**src/rtl/core/lru_pkg.sv**
```systemverilog
// Shared types for the LRU replacement list: action and status codes
// and the control bundle broadcast from the top level to every list cell.
// No dependencies.
package lru_pkg;

  // Request action codes.
  typedef enum logic [1:0] {
    ACT_INSERT = 2'd0,
    ACT_VICTIM = 2'd1,
    ACT_ERASE  = 2'd2,
    ACT_NOP    = 2'd3
  } action_e;

  // Result status codes.
  typedef enum logic [1:0] {
    ST_DONE = 2'd0,
    ST_NONE = 2'd1,
    ST_FULL = 2'd2
  } status_e;

  // Per-transfer control broadcast to the cell chain.
  typedef struct packed {
    logic shift_all;  // every cell takes its newer neighbor's key
    logic shift_hit;  // cells at or above the matching cell shift
    logic load_en;    // one cell captures the request key
  } cell_ctrl_t;

endpackage

```
**src/rtl/core/lru_replacement_list.sv**
```systemverilog
// Top level of the LRU replacement list: request decode, entry count, the
// chain of lru_cell instances and the result register. Depends on lru_pkg.
//
//  Channel | Signals                                   | Direction
//  in      | in_valid_i, in_stall_o, action_i, key_i   | request into block
//  out     | out_valid_o, out_stall_i, status_o,       | result out of block
//          | victim_key_o, entries_o                   |
//
// One request per cycle: the match, shift and load across all cells settle
// in the cycle of the transfer, and the result is registered for the next.
// The match search ripples through the DEPTH cells of the chain.
// A new request is taken whenever the result register is empty or its
// result leaves in the same cycle; a stalled result stalls the input.
// Reset empties the list; key storage itself is not cleared.
module lru_replacement_list #(
  parameter int DEPTH    = 16,
  parameter int KEY_BITS = 8
) (
  input  logic                        clk_i,
  input  logic                        rst_ni,
  input  logic                        in_valid_i,
  output logic                        in_stall_o,
  input  logic [1:0]                  action_i,
  input  logic [KEY_BITS-1:0]         key_i,
  output logic                        out_valid_o,
  input  logic                        out_stall_i,
  output logic [1:0]                  status_o,
  output logic [KEY_BITS-1:0]         victim_key_o,
  output logic [$clog2(DEPTH+1)-1:0]  entries_o
);
  import lru_pkg::*;

  localparam int CW = $clog2(DEPTH + 1);
  localparam int IW = $clog2(DEPTH);

  logic                 accept;
  logic [CW-1:0]        count_q, count_d;
  logic                 out_valid_q, out_valid_d;
  status_e              status_q, status_d;
  logic [KEY_BITS-1:0]  victim_q, victim_d;
  logic [CW-1:0]        entries_q;
  cell_ctrl_t           ctrl;
  logic [IW-1:0]        load_idx;
  logic                 hit_any;
  action_e              action;

  logic [DEPTH:0]                   found;
  logic [DEPTH-1:0][KEY_BITS-1:0]   cell_key;

  assign in_stall_o = out_valid_q && out_stall_i;
  assign accept     = in_valid_i && !in_stall_o;
  assign action     = action_e'(action_i);

  // Cell chain; the newest end shifts in zero.
  assign found[0] = 1'b0;
  for (genvar i = 0; i < DEPTH; i++) begin : g_cell
    logic [KEY_BITS-1:0] nxt;
    if (i == DEPTH - 1) begin : g_last
      assign nxt = '0;
    end else begin : g_mid
      assign nxt = cell_key[i+1];
    end
    lru_cell #(
      .IDX      (i),
      .DEPTH    (DEPTH),
      .KEY_BITS (KEY_BITS)
    ) u_cell (
      .clk_i      (clk_i),
      .en_i       (accept),
      .ctrl_i     (ctrl),
      .count_i    (count_q),
      .load_idx_i (load_idx),
      .key_i      (key_i),
      .next_key_i (nxt),
      .found_i    (found[i]),
      .found_o    (found[i+1]),
      .key_o      (cell_key[i])
    );
  end
  assign hit_any = found[DEPTH];

  // Request decode: chain control, next count and result fields.
  always_comb begin
    ctrl     = '0;
    load_idx = '0;
    count_d  = count_q;
    status_d = ST_DONE;
    victim_d = '0;
    unique case (action)
      ACT_INSERT: begin
        if (hit_any) begin
          ctrl.shift_hit = 1'b1;
          ctrl.load_en   = 1'b1;
          load_idx       = IW'(count_q - CW'(1));
        end else if (count_q == CW'(DEPTH)) begin
          status_d = ST_FULL;
        end else begin
          ctrl.load_en = 1'b1;
          load_idx     = IW'(count_q);
          count_d      = count_q + CW'(1);
        end
      end
      ACT_VICTIM: begin
        if (count_q == '0) begin
          status_d = ST_NONE;
        end else begin
          ctrl.shift_all = 1'b1;
          victim_d       = cell_key[0];
          count_d        = count_q - CW'(1);
        end
      end
      ACT_ERASE: begin
        if (hit_any) begin
          ctrl.shift_hit = 1'b1;
          count_d        = count_q - CW'(1);
        end else begin
          status_d = ST_NONE;
        end
      end
      default: begin
      end
    endcase
  end

  assign out_valid_d = accept || in_stall_o;

  // Control state: entry count and result valid.
  always_ff @(posedge clk_i or negedge rst_ni) begin
    if (!rst_ni) begin
      count_q     <= '0;
      out_valid_q <= 1'b0;
    end else begin
      out_valid_q <= out_valid_d;
      if (accept) begin
        count_q <= count_d;
      end
    end
  end

  // Result payload register.
  always_ff @(posedge clk_i) begin
    if (accept) begin
      status_q  <= status_d;
      victim_q  <= victim_d;
      entries_q <= count_d;
    end
  end

  assign out_valid_o  = out_valid_q;
  assign status_o     = status_q;
  assign victim_key_o = victim_q;
  assign entries_o    = entries_q;

endmodule

```
**src/rtl/core/lru_cell.sv**
```systemverilog
// One position of the LRU list: holds a key, compares it with the request
// key and shifts or loads on a transfer. Depends on lru_pkg.
module lru_cell #(
  parameter int IDX      = 0,
  parameter int DEPTH    = 16,
  parameter int KEY_BITS = 8
) (
  input  logic                             clk_i,
  input  logic                             en_i,
  input  lru_pkg::cell_ctrl_t              ctrl_i,
  input  logic [$clog2(DEPTH+1)-1:0]       count_i,
  input  logic [$clog2(DEPTH)-1:0]         load_idx_i,
  input  logic [KEY_BITS-1:0]              key_i,
  input  logic [KEY_BITS-1:0]              next_key_i,
  input  logic                             found_i,
  output logic                             found_o,
  output logic [KEY_BITS-1:0]              key_o
);
  import lru_pkg::*;

  localparam int CW = $clog2(DEPTH + 1);
  localparam int IW = $clog2(DEPTH);

  logic [KEY_BITS-1:0] key_q, key_d;
  logic                in_list;
  logic                hit;
  logic                load_here;

  // Match only within the occupied part of the list.
  assign in_list = CW'(IDX) < count_i;
  assign hit     = in_list && (key_q == key_i);
  assign found_o = found_i | hit;

  assign load_here = ctrl_i.load_en && (load_idx_i == IW'(IDX));

  // Load has priority over shifting in from the newer neighbor.
  always_comb begin
    key_d = key_q;
    if (load_here) begin
      key_d = key_i;
    end else if (ctrl_i.shift_all || (ctrl_i.shift_hit && found_o)) begin
      key_d = next_key_i;
    end
  end

  always_ff @(posedge clk_i) begin
    if (en_i) begin
      key_q <= key_d;
    end
  end

  assign key_o = key_q;

endmodule

```
**config.mk**
```make
export PLATFORM = sky130hd
export DESIGN_NAME = lru_replacement_list
export DESIGN_NICKNAME = d
export VERILOG_FILES = /design/src/rtl/core/lru_pkg.sv /design/src/rtl/core/lru_replacement_list.sv /design/src/rtl/core/lru_cell.sv
export SDC_FILE = /design/constraint.sdc
export NUM_CORES = 1
export LEC_CHECK = 0
export BUFFER_PORTS_ARGS = -buffer_cell sky130_fd_sc_hd__buf_4
export CORE_UTILIZATION = 49
export CTS_CLUSTER_SIZE = 12
export DETAILED_ROUTE_END_ITERATION = 8
export PLACE_DENSITY_LB_ADDON = 0.3
export SLEW_MARGIN = 20
export SYNTH_ARGS = -nofsm -noshare
export SYNTH_HDL_FRONTEND = slang
export SYNTH_SLANG_ARGS = --single-unit
```
**constraint.sdc**
```tcl
create_clock -name clk_i -period 5 [get_ports clk_i]
set_input_delay 0.25 -clock clk_i [delete_from_list [all_inputs] [get_ports clk_i]]
set_output_delay 0.25 -clock clk_i [all_outputs]
set_load 0.1 [all_outputs]
```
# Word-level counts from Yosys, hierarchy flattened

Cells that the tools add are included.

$add $sub $neg: 2
Magnitude comparators: 16
Eq/ne operators: 34
Multiplexer cells: 52
Bitwise gates (word level): 16
Reduce and logical (&&, ||, !) cells: 105

Operators with widths:

| cell                  | count |
|---|---|
| $mux W8               | 32 |
| $eq A8 B8 Y1          | 16 |
| $logic_and A1 B1 Y1   | 50 |
| $lt A4 B5 Y1 const A  | 8 |
| $eq A4 B4 Y1 const B  | 8 |
| $reduce_and A2 Y1     | 16 |
| $reduce_bool A2 Y1    | 16 |
| $lt A3 B5 Y1 const A  | 4 |
| $mux W5               | 4 |
| $logic_or A1 B1 Y1    | 17 |
| $eq A4 B3 Y1 const B  | 4 |
| $or A1 B1 Y1          | 15 |
| $pmux W5 S3           | 1 |
| $mux W4               | 3 |
| $lt A1 B5 Y1 const A  | 2 |
| $lt A2 B5 Y1 const A  | 2 |
| $mux W1               | 9 |
| $eq A4 B2 Y1 const B  | 2 |
| $pmux W2 S3           | 1 |
| $add A5 B1 Y5 const B | 1 |
| $eq A5 B5 Y1 const B  | 1 |
| $logic_not A5 Y1      | 1 |
| $sub A5 B1 Y5 const B | 1 |
| $eq A4 B1 Y1 const B  | 1 |
| other kinds (8)       | 10 |

Register bits after elaboration: 149
Input port bits: 14
Output and inout bits: 17
Word-level logic and storage cells: 246

# Logic depth before layout (Yosys ltp)

Depth in word-level cells: 23
Mapped depth: 14
Mapped depth without buffers: 10

# Modules after synthesis

Synthesis repeated with hierarchy kept, for this count alone.

Cells, all modules: 705
Area total of the unflattened synthesis: 9307.7 um2

Modules (own cells, without submodules):

| module                           | instances | cells each | area an instance (um2) | seq. area each (um2) |
|---|---|---|---|---|
| lru_replacement_list             | 1         | 125        | 1351.3                 | 600.6 |
| lru_cell at g_cell[3].u_cell ... | 2         | 36         | 484.2                  | 240.2 |
| lru_cell at g_cell[0].u_cell     | 1         | 36         | 523.0                  | 240.2 |
| lru_cell at g_cell[5].u_cell     | 1         | 36         | 513.0                  | 240.2 |
| lru_cell at g_cell[10].u_cell    | 1         | 38         | 504.2                  | 240.2 |
| lru_cell at g_cell[14].u_cell    | 1         | 36         | 503.0                  | 240.2 |
| lru_cell at g_cell[4].u_cell     | 1         | 36         | 501.7                  | 240.2 |
| lru_cell at g_cell[13].u_cell    | 1         | 36         | 500.5                  | 240.2 |
| lru_cell at g_cell[12].u_cell    | 1         | 37         | 499.2                  | 240.2 |
| lru_cell at g_cell[8].u_cell     | 1         | 38         | 499.2                  | 240.2 |
| lru_cell at g_cell[6].u_cell     | 1         | 37         | 495.5                  | 240.2 |
| lru_cell at g_cell[2].u_cell     | 1         | 35         | 494.2                  | 240.2 |
| lru_cell at g_cell[1].u_cell     | 1         | 35         | 491.7                  | 240.2 |
| lru_cell at g_cell[11].u_cell    | 1         | 37         | 490.5                  | 240.2 |
| 2 more rows                      | --        | --         | --                     | -- |

# Least setup slack after synthesis

No wires, ideal clock.

Kind: register to register
From: reg count_q[0]
To: reg g_cell[14].u_cell.key_q[0], enable pin
Library setup time: 0.375 ns
Arrival time: 3.258 ns
Data required time: 4.625 ns
Setup slack: 1.367 ns
Cell stages (with the launch flop): 10
Buffers on the path: 1
Period minus slack after synthesis: 3.633 ns
Cells stage by stage: dfrtp_1 -> and3_1 -> o311a_1 -> nor4_2 -> or3b_4 -> or4_1 -> o31a_2 -> or3_1 -> buf_6 -> a21oi_1

Cells in the longest elaborated chain, start to end: 23
Elaborated cells between the ends (all ways): 66
Classes of those cells: add/sub: 1; order compare: 16; eq/ne: 2; mux: 10; bitwise: 15; reduce/logical: 22

RTL lines:

| what                                                             | RTL line                                                | RTL |
|---|---|---|
| start, declared                                                  | lru_replacement_list.sv:37                              | `logic [CW-1:0] count_q, count_d;` |
| start signal, assigned                                           | lru_replacement_list.sv:135                             | `count_q <= count_d;` |
| $lt A1 B5 Y1                                                     | lru_cell.sv:30                                          | `assign in_list = CW'(IDX) < count_i;` |
| $logic_and A1 B1 Y1                                              | lru_cell.sv:31                                          | `assign hit = in_list && (key_q == key_i);` |
| $or A1 B1 Y1 (15 in a row)                                       | lru_cell.sv:32                                          | `assign found_o = found_i \| hit;` |
| $mux W4 / $mux W1 (equally long branches)                        | lru_replacement_list.sv:91, lru_replacement_list.sv:113 |  |
| $mux W4 / $mux W1 (equally long branches)                        | --                                                      |  |
| $eq A4 B4 Y1 / $logic_and A1 B1 Y1 (equally long branches)       | lru_cell.sv:34, lru_cell.sv:41                          |  |
| $logic_and A1 B1 Y1 / $logic_or A1 B1 Y1 (equally long branches) | lru_cell.sv:34, lru_cell.sv:41                          |  |
| $reduce_bool A2 Y1 (no source line) (*)                          | --                                                      |  |
| $reduce_and A2 Y1 (no source line) (*)                           | --                                                      |  |
| end signal, assigned                                             | lru_cell.sv:48                                          | `key_q <= key_d;` |
| end, declared                                                    | lru_cell.sv:24                                          | `logic [KEY_BITS-1:0] key_q, key_d;` |

Every way passes the cells marked *; elsewhere a longest branch is shown, timed or not.
A chain may end at the register's enable or synchronous reset.

# Worst setup path after layout

From: reg count_q[1]
To: reg g_cell[2].u_cell.key_q[0], enable pin

Cells in the longest elaborated chain, start to end: 23
Elaborated cells between the ends (all ways): 66
Classes of those cells: add/sub: 1; order compare: 16; eq/ne: 2; mux: 10; bitwise: 15; reduce/logical: 22

RTL lines:

| what                                                             | RTL line |
|---|---|
| $lt A1 B5 Y1                                                     | lru_cell.sv:30 |
| $logic_and A1 B1 Y1                                              | lru_cell.sv:31 |
| $or A1 B1 Y1 (15 in a row)                                       | lru_cell.sv:32 |
| $mux W4 / $mux W1 (equally long branches)                        | lru_replacement_list.sv:91, lru_replacement_list.sv:113 |
| $mux W4 / $mux W1 (equally long branches)                        | -- |
| $eq A4 B2 Y1 / $logic_and A1 B1 Y1 (equally long branches)       | lru_cell.sv:34, lru_cell.sv:41 |
| $logic_and A1 B1 Y1 / $logic_or A1 B1 Y1 (equally long branches) | lru_cell.sv:34, lru_cell.sv:41 |
| $reduce_bool A2 Y1 (no source line) (*)                          | -- |
| $reduce_and A2 Y1 (no source line) (*)                           | -- |
| end signal, assigned                                             | lru_cell.sv:48 |
| end, declared                                                    | lru_cell.sv:24 |

Marks and branches as above.

==> metrics.txt <==
status=finished, violations left; failing checks=design-rule violations; Peak VDD IR=259 µV; max incr delay on CP=720 ps; Setup-failing EPs final=0; Initial Util=50.6%; critical path class=register to register; TritonCTS Buffers=17; Main synth FF type=edfxtp_1; first-pass GRT wire length=34200 µm; unrepaired setup endpoints after global routing=no; Post-synth EDFFs=143; routed len/inst=21.2 µm; floorplan row count=49; PD cells=385 nW/µm²; Clk pwr share=33.5%; Final Max Slew Viols=0; Area Growth Syn to Fin=9.30%; DRT Wirelength=21000 µm; clk root buf=clkbuf_16; fin worst setup slack=525 ps; Worst Setup SP=count_q[1]; Worst EP arrival=4530 ps; Max stage delay cell, worst path=a21oi_1; clk buf depth=2; period utilization=89.5%; Hold Vio Cnt, Final=0; Syn Area/Cell=12.2 µm²; initial antenna violation count=0; DRT Pass-1 Iters=9; post-synth top area cell=edfxtp_1; Yosys top cell area share=46.8%; Critical R2R Launch=count_q[1]; Syn Inst Count=749; largest net degree at the start of global routing=33; H-tree levels=4; most frequent cells in the layout=edfxtp_1 (143), mux2_2 (91), xnor2_1 (70); Internal=0.00261 W; Die Wd=139 µm; drt drc=4; share of power burned in registers=40.9%; IO Pins=31; Leak=3.41 nW; vias in the first global route=6186; sequential area share after synthesis=48.4%; final antenna-violating net count=0; Synth Register Bits=149; switching share of power=32.4%; CTS tree=yes; Worst EP required=5050 ps; input/output buffers=30; Via-to-Cell Ratio=6.01; Comb power frac=25.6%; worst skew pair latency=430 ps; Total GRT Usage=22.8%; via count=5966; syn_nets=768; diode count=0; P_sw=0.00125 W; Worst-Margin Slew=872 ps; max-cap violations=0; Slew headroom=41.6%; Max Fanout on Critical Path=16; post-synth cell types=72; max frequency=223 MHz; Post-Syn Area=9180 µm²; NumNets Final=771; worst hold start=in_valid_i; most common cell after layout, fill and taps aside=edfxtp_1; die height=139 µm; asr flop ratio synth=4.03%; share of layout cells above drive strength 1=26.5%; Worst Hold Class=input pin to register; RePlAce Congestion=0.964; Total Neg Setup Slack=0 ps; fin crit period=4480 ps; post-DP HPWL=14400 µm; Sink Count=149; crit end category=register; Core ar.=18100 µm²; clk_skew=8.04 ps; dpl ws=616 ps; synth top area cells=edfxtp_1 (47%), mux2_2 (11%), xnor2_1 (6.7%); setup bufs post-CTS=0; clk slew on worst S/H paths=60 ps; GR Overflow Total=0; Critical Path Source Type=register; cell breakdown of the critical path=and3_1 > o311a_1 > nor4_2 > or3b_4 > or4_1 > o31a_2 > or3_1 > a21oi_1; full die area=19300 µm²; Pwr Total=0.00386 W; synth warn=0; initial DRC count=355
cells in the mapped netlist, drive strengths merged, types with 11 or more instances:
| cell type | instances |
|---|---|
| nand2 | 30 |
| mux2 | 120 |
| nand4 | 14 |
| a21oi | 33 |
| nor4 | 25 |
| o31a | 11 |
| edfxtp | 143 |
| xor2 | 58 |
| and2 | 16 |
| nand3 | 16 |
| buf | 37 |
| nor3 | 16 |
| nor2 | 37 |
| clkbuf | 22 |
| xnor2 | 70 |
metrics by stage:
stage / util (%) / std cells / cell area, µm² / hold slack (ps)
2_1_floorplan: - / 749 / 9180 / -45.6
3_3_place_gp: 52.0 / 961 / 9430 / 73.0
3_5_place_dp: 52.0 / 961 / 9430 / 74.7
4_1_cts: 55.3 / 992 / 10000 / 22.9
5_1_grt: 55.3 / 992 / 10000 / 49.2
6_report: 55.3 / 992 / 10000 / 35.5
critical path, delay by kind of cell, from the launching register on:
| kind | cells | cell delay [ps] |
|---|---|---|
| and+or+nand+nor | 5 | 2260 |
| AOI/OAI and AO/OA | 3 | 1240 |
| DFF | 1 | 590 |
final timing paths:
kind                                                   to  slack, ps  cells past startpoint
worst max register to register  g_cell[2].u_cell.key_o[0]        520                      8
worst min-delay path                          out_valid_o         40                      2
max in group asynchronous                      count_q[0]       4680                      2
worst min register to register                out_valid_o        540                      2
worst max-delay path            g_cell[2].u_cell.key_o[0]        520                      8
min in group asynchronous                      count_q[4]        190                      2
layer usage:
| metal | up-vias | part of all wire, % | global-route usage, % |
|---|---|---|---|
| li1 | 2779 | - | - |
| met1 | 2992 | 43 | 28.0 |
| met2 | 167 | 52 | 40.6 |
| met3 | 28 | 3.4 | 3.52 |
| met4 | 0 | 1.9 | 8.54 |
| met5 | - | 0 | 0 |
state kept, by name, indices dropped and copies added (netlist names):
name                 cells
entries_o                5
out_valid_o              1
victim_key_o             8
g_cell.u_cell.key_o    128
status_o                 2
count_q                  5
final cells by class:
cell class                      instances  area, µm²
Tap cell                              229        287
Clock inverter                         12        156
Timing Repair Buffer                   43        325
Clock buffer                           18        429
Inverter                                8       30.0
Sequential cell                       149       4440
Fill cell                            1488       8120
Multi-Input combinational cell        533       4360
cells by family after synthesis:
| group | count (synthesis) | share of synthesized area, % |
|---|---|---|
| AND/OR/NAND/NOR | 181 | 11.3 |
| flip-flops | 149 | 48.4 |
| XOR/XNOR | 128 | 12.2 |
| multiplexers | 126 | 16.1 |
| AO/OA/AOI/OAI | 93 | 7.16 |
| buffers and inverters | 67 | 4.08 |
| adder cells (fa/ha/maj) | 5 | 0.682 |
what timing repair did:
action                    4_1_cts  5_1_grt
hold buffers                    1        0
resized for setup               0        0
hold endpoints to repair        6        0
power groups by stage:
stage / clock [W] / combinational (W) / sequential, W
floorplan: 0 / 0.000694 / 0.00164
global placement: 0 / 0.000958 / 0.00159
detailed placement: 0 / 0.000969 / 0.00160
CTS: 0.00130 / 0.000978 / 0.00157
global route: 0.00136 / 0.00106 / 0.00159
finish: 0.00129 / 0.000987 / 0.00158
(Power assumes the default switching activity.)
